==> src/pta_pkg.sv <==
// Shared constants, types and entry update functions for the page table with aging.
// Depends on nothing; pta_valid_bits and page_table_with_aging refer to it by scoped names.
package pta_pkg;

    localparam int PAGES   = 256;
    localparam int PAGE_W  = $clog2(PAGES);
    localparam int FRAME_W = 8;
    localparam int AGE_W   = 8;
    localparam int KIND_W  = 3;

    localparam logic [KIND_W-1:0] KIND_LOOKUP    = 3'd0;
    localparam logic [KIND_W-1:0] KIND_MAP       = 3'd1;
    localparam logic [KIND_W-1:0] KIND_UNMAP     = 3'd2;
    localparam logic [KIND_W-1:0] KIND_REFERENCE = 3'd3;
    localparam logic [KIND_W-1:0] KIND_AGE       = 3'd4;

    localparam logic [AGE_W-1:0] AGE_TOP_BIT = 8'h80;

    typedef struct packed {
        logic [FRAME_W-1:0] frame;
        logic               referenced;
        logic [AGE_W-1:0]   age;
    } t_entry;

    localparam int ENTRY_W = $bits(t_entry);

    typedef struct packed {
        logic               hit;
        logic [FRAME_W-1:0] frame;
        logic [AGE_W-1:0]   age;
    } t_result;

    // Write command for the valid bit array.
    typedef struct packed {
        logic              we;
        logic [PAGE_W-1:0] addr;
        logic              val;
    } t_vcmd;

    // One aging step: shift right, reference bit into the top, clear the reference bit.
    function automatic t_entry age_step(input t_entry e);
        t_entry r;
        r            = e;
        r.age        = (e.age >> 1) | (e.referenced ? AGE_TOP_BIT : '0);
        r.referenced = 1'b0;
        return r;
    endfunction

    // An entry that is not valid reads as frame zero, age zero.
    function automatic t_result make_result(input logic v, input t_entry e);
        t_result r;
        r.hit   = v;
        r.frame = v ? e.frame : '0;
        r.age   = v ? e.age : '0;
        return r;
    endfunction

endpackage

==> src/pta_valid_bits.sv <==
// Valid bit of every page, held in flip-flops so that reset clears the table at once.
// Depends on pta_pkg for the page count and the write command type.
module pta_valid_bits (
    input  logic                      i_clk,
    input  logic                      i_rst_n,
    input  pta_pkg::t_vcmd            i_cmd,
    input  logic [pta_pkg::PAGE_W-1:0] i_raddr,
    output logic                      o_valid
);

    logic [pta_pkg::PAGES-1:0] r_valid;

    always_ff @(posedge i_clk) begin
        if (!i_rst_n) begin
            r_valid <= '0;
        end else if (i_cmd.we) begin
            r_valid[i_cmd.addr] <= i_cmd.val;
        end
    end

    assign o_valid = r_valid[i_raddr];

endmodule

==> config.mk <==
export PLATFORM = sky130hd
export DESIGN_NAME = pta_valid_bits
export DESIGN_NICKNAME = d
export VERILOG_FILES = /design/src/pta_pkg.sv /design/src/pta_valid_bits.sv
export SDC_FILE = /design/constraint.sdc
export NUM_CORES = 1
export LEC_CHECK = 0
export BUFFER_PORTS_ARGS = -buffer_cell sky130_fd_sc_hd__buf_2
export CAP_MARGIN = 20
export CORE_UTILIZATION = 40
export DETAILED_ROUTE_END_ITERATION = 8
export PLACE_DENSITY = 0.65
export RECOVER_POWER = 100
export SYNTH_ARGS = -nofsm -noshare
export SYNTH_HDL_FRONTEND = slang
export SYNTH_SLANG_ARGS = --single-unit
==> constraint.sdc <==
create_clock -name i_clk -period 2.58 [get_ports i_clk]
set_clock_uncertainty 0.15 [all_clocks]
set_input_delay 0.516 -clock i_clk [delete_from_list [all_inputs] [get_ports i_clk]]
set_output_delay 0.516 -clock i_clk [all_outputs]
set_load 0.02 [all_outputs]
; ---- After elaboration in Yosys (flattened, before gate mapping)
; Index checks and enable logic that the tools add are counted.
[word_totals]
register_bits = 256
input_bits = 20
out_inout_bits = 1
word_cells = 10
[classes]
magnitude_cmp = 3
mux = 5
n_reduce_logical = 1
[ops]
columns = cell, count
row1 = $bwmux W256, 1
row2 = $lt A8 B9 Y1 const B, 2
row3 = $bmux W1 S8, 1
row4 = $demux W1 S8, 1
row5 = $ge A8 B1 Y1 const B, 1
row6 = $mux W1, 2
row7 = $logic_and A1 B1 Y1, 1

; ---- Logic depth before layout (Yosys ltp)
[logic_depth]
ltp_word = 5
depth_mapped = 10
mapped_depth_nobuf = 7

; ---- Worst setup path before layout
; OpenSTA, ideal clock, no wires.
[synth_timing]
path_kind = input to output
from = input i_raddr[1] (netlist bit)
to = output o_valid
arrival_ps = 2059
t_required_ps = 1914
slack_ps = -145
path_stages = 6
n_path_buf = 1
cell_sequence = buf_6 -> mux4_2 -> o21ai_1 -> a32oi_1 -> a32o_1 -> o41a_1
[synth_via]
elab_chain_len = 2
[synth_rtl]
columns = item, line
row1 = "start, declared", pta_valid_bits.sv:7  ; input logic [pta_pkg::PAGE_W-1:0] i_raddr,
row2 = $bmux W1 S8, pta_valid_bits.sv:21  ; assign o_valid = r_valid[i_raddr];
row3 = $mux W1 (not written as such), pta_valid_bits.sv:21
row4 = "end, declared", pta_valid_bits.sv:8  ; output logic o_valid
; No other way between the ends. The select of a mux whose other input is x is not followed.

; ---- Final worst setup path
[layout_timing]
from = input i_raddr[0] (netlist bit)
to = output o_valid
; Same word-level chain as after synthesis.

==> out/metrics.csv <==
metric,value,unit
synth_warnings,0,
io_pins,21,
initial_core_util,41.05,%
p_leak,0.005216,µW
synth-simple-area-share,16.60,%
htree_levels,1,
grt_pass1_wl,69.61,mm
io_buffers,20,
cts_buffers,29,
synth_fa_ha_area_share,0,%
nets,1553,
fmax,309.2,MHz
cp_common_cell,buf_6,
grt_antenna_before_repair,2,
tritoncts,done,
hold_viol,0,
place_congestion,0.8878,
rsz0062_at_grt,true,
antenna_cells,0,
path_class,primary input to output pin,
ir_drop,0.4888,mV
fin_hold_ws,256.0,ps
status,"finished, violations left",
syn_inst,1499,
syn_nets,1519,
finalSetupViolCount,1,
drtIter0Drc,1477,
hold_depth,3,
grt_max_degree,85,
worstPathArrival,2570,ps
die_y,182.7,µm
period_share,125.4,%
syn_area,13050,µm²
area_growth,18.60,%
cp-end-kind,output pin,
core_area,31800,µm²
syn_avg_cell_area,8.708,µm²
synth_xor_area_share,0,%
slew_headroom,37.50,%
rows,65,
drt-total-wl,45.28,mm
top_regs,r_valid: 256 flops,
fin_ws,-654.4,ps
drc,0,
max-cap-violations,0,
vias,12340,
synth-compound-area-share,24.83,%
worst_pin_slew,937.4,ps
drive_gt1_share,17.87,%
drtAntennaViolNets,0,
synth_cell_type_count,50,
die-area,33360,µm²
startpoint_type,primary input,
hold_class,primary input to flip-flop,
finalMaxSlewViolations,0,
synthTopCellsByArea,"dfxtp_1, nand3_1, o21ai_0",
clkPwrFrac,45.7,%
ys_seq_elements,256,
pwr-share-comb,9.4,%
synthMuxAreaShare,13.26,%
power.total,8806,µW
swShare,24.81,%
vias_per_cell,6.200,
powerDensity,568.8,nW/µm²
p_switching,2185,µW
clkTransAtPathRegs,60,ps
grtUsageTotal,26.88,%
dr.pass1.iters,6,
cp_slowest_stage_delay,400,ps
cp.required,1910,ps
crit_chain,buf_16 > buf_12 > or3b_4 > buf_6 > buf_4 > o22ai_1 > nor2_1 > a311o_1 > nand4_1 > o41a_1 > buf_6,
largest_reg_flops,256,
pwr-share-seq,45.0,%
cp_max_fo,11,
die-width,182.7,µm
ys_seq_area_share,39.26,%
ctsRootBufferMaster,clkbuf_16,
period_needed,3234,ps
internal_power,6622,µW
grt_pass1_vias,11770,
final_util,48.69,%
insertion_delay,560,ps
wl_per_cell,22.74,µm
violations,negative setup slack,
overflow,0,
fill_cells,2944,
hpwlAfterDp,28.61,mm
critPathSlowestCell,or3b_4,
top_register,r_valid,
synth_top_family_by_area,compound AO/OA/AOI/OAI gates,
synth_top_area_cell,dfxtp_1,
clockBufferDepth,3,
clock-sinks,256,
worstRegToRegCells,2,
synth_top_area_share,39.26,%
==> cell families after synthesis <==
| family | after synthesis |
|---|---|
| muxes | 133 |
| buffers and inverters | 178 |
| AOI/OAI and AO/OA | 509 |
| DFF | 256 |
| and+or+nand+nor | 423 |
==> cell usage after synthesis, drive strengths merged <==
cell and count:
a211oi 2, a21boi 225, a21oi 1, a221oi 9, a22o 1, a22oi 2, a311o 1, a31oi 1
a32o 1, a32oi 1, and2 3, and3 16, and4 1, buf 30, clkbuf 146, dfxtp 256
inv 2, mux2i 102, mux4 31, nand2 32, nand2b 5, nand3 265, nand3b 3, nand4 2
nor2 33, nor2b 42, nor3 12, nor3b 2, nor4 4, nor4b 1, o21ai 234, o22ai 27
o31ai 1, o41a 1, o41ai 2, or2 1, or3b 1
==> through the flow <==
step                setup TNS [ps]  setup WS, ps  cell area (µm²)  cells
floorplan                   -125.8        -125.8            13070   1499
global placement            -833.2        -833.2            14290   1927
detailed placement          -829.3        -829.3            14290   1927
CTS                         -639.0        -639.0            15450   1991
global route                -667.5        -667.5            15480   1991
finish                      -654.4        -654.4            15480   1991
==> power by group through the flow <==
stage          clock network (µW)  registers [µW]  logic [µW]
3_3_place_gp                    0            4050         751
6_report                     4020            3960         824
5_1_grt                      4230            3960         855
3_5_place_dp                    0            4050         757
4_1_cts                      4060            3960         802
2_1_floorplan                   0            4050         440
==> final cells by class <==
class / instances / area (µm²) / share of cell area, %
Clock inverter: 12 / 92.59 / 0.5980
Timing Repair Buffer: 179 / 1629 / 10.52
Multi-Input combinational cell: 1065 / 7242 / 46.78
Sequential cell: 256 / 5132 / 33.15
Inverter: 2 / 7.507 / 0.04849
Tap cell: 435 / 544.3 / 3.515
Clock buffer: 42 / 834.6 / 5.390
==> cell usage in the layout (no fill, tap or decap), types with 5 or more instances in the layout <==
| cell | synthesis | routed |
|---|---|---|
| buf_4 | 4 | 124 |
| mux4_2 | 28 | 30 |
| clkbuf_8 | 0 | 6 |
| buf_2 | 15 | 12 |
| o22ai_1 | 26 | 22 |
| a21boi_0 | 129 | 205 |
| o21ai_0 | 229 | 228 |
| clkbuf_16 | 0 | 29 |
| mux2i_1 | 102 | 101 |
| dfxtp_1 | 256 | 250 |
| nand2_1 | 32 | 32 |
| clkbuf_1 | 145 | 18 |
| nor2_1 | 33 | 32 |
| nor3_1 | 10 | 5 |
| a21boi_1 | 96 | 20 |
| a221oi_1 | 8 | 8 |
| nand3_1 | 265 | 265 |
| buf_12 | 2 | 20 |
| and3_1 | 16 | 16 |
| nand2b_1 | 5 | 5 |
| clkinv_2 | 0 | 9 |
| buf_6 | 7 | 5 |
| o22ai_2 | 1 | 5 |
| nor2b_1 | 42 | 42 |
| dfxtp_2 | 0 | 6 |
| nor3_2 | 2 | 7 |
==> timing repair <==
item / 4_1_cts / 5_1_grt
setup endpoints to repair: 1 / 1
gates resized for setup: 29 / 17
cloned: 2 / 0
hold endpoints to repair: 0 / 0
hold buffers: 0 / 0
buffers inserted: 8 / 1
pin swaps: 9 / 9
==> critical path, delay by kind of cell <==
| kind | cells | cell delay, ps |
|---|---|---|
| AOI/OAI and AO/OA | 3 | 690 |
| and+or+nand+nor | 3 | 640 |
| buffers and inverters | 5 | 710 |
==> metal layers <==
metal / part of all wire [%] / up-vias / GRT usage, % / wire length [µm]
li1: - / 5539 / - / -
met1: 43 / 6064 / 36.25 / 19270
met2: 45 / 634 / 42.96 / 20560
met3: 8.5 / 105 / 4.031 / 3827
met4: 3.6 / 2 / 10.92 / 1610
met5: 0.029 / - / 0 / 13
==> final timing paths <==
kind | startpoint | endpoint | slack (ps)
hold / removal | i_cmd[0] | r_valid[179]$_SDFFE_PN0P_ | 260
setup reg to reg | r_valid[222]$_SDFFE_PN0P_ | r_valid[222]$_SDFFE_PN0P_ | 1650
hold reg to reg | r_valid[255]$_SDFFE_PN0P_ | r_valid[255]$_SDFFE_PN0P_ | 320
setup / recovery | i_raddr[0] | o_valid | -650
(Power assumes the default switching activity.)
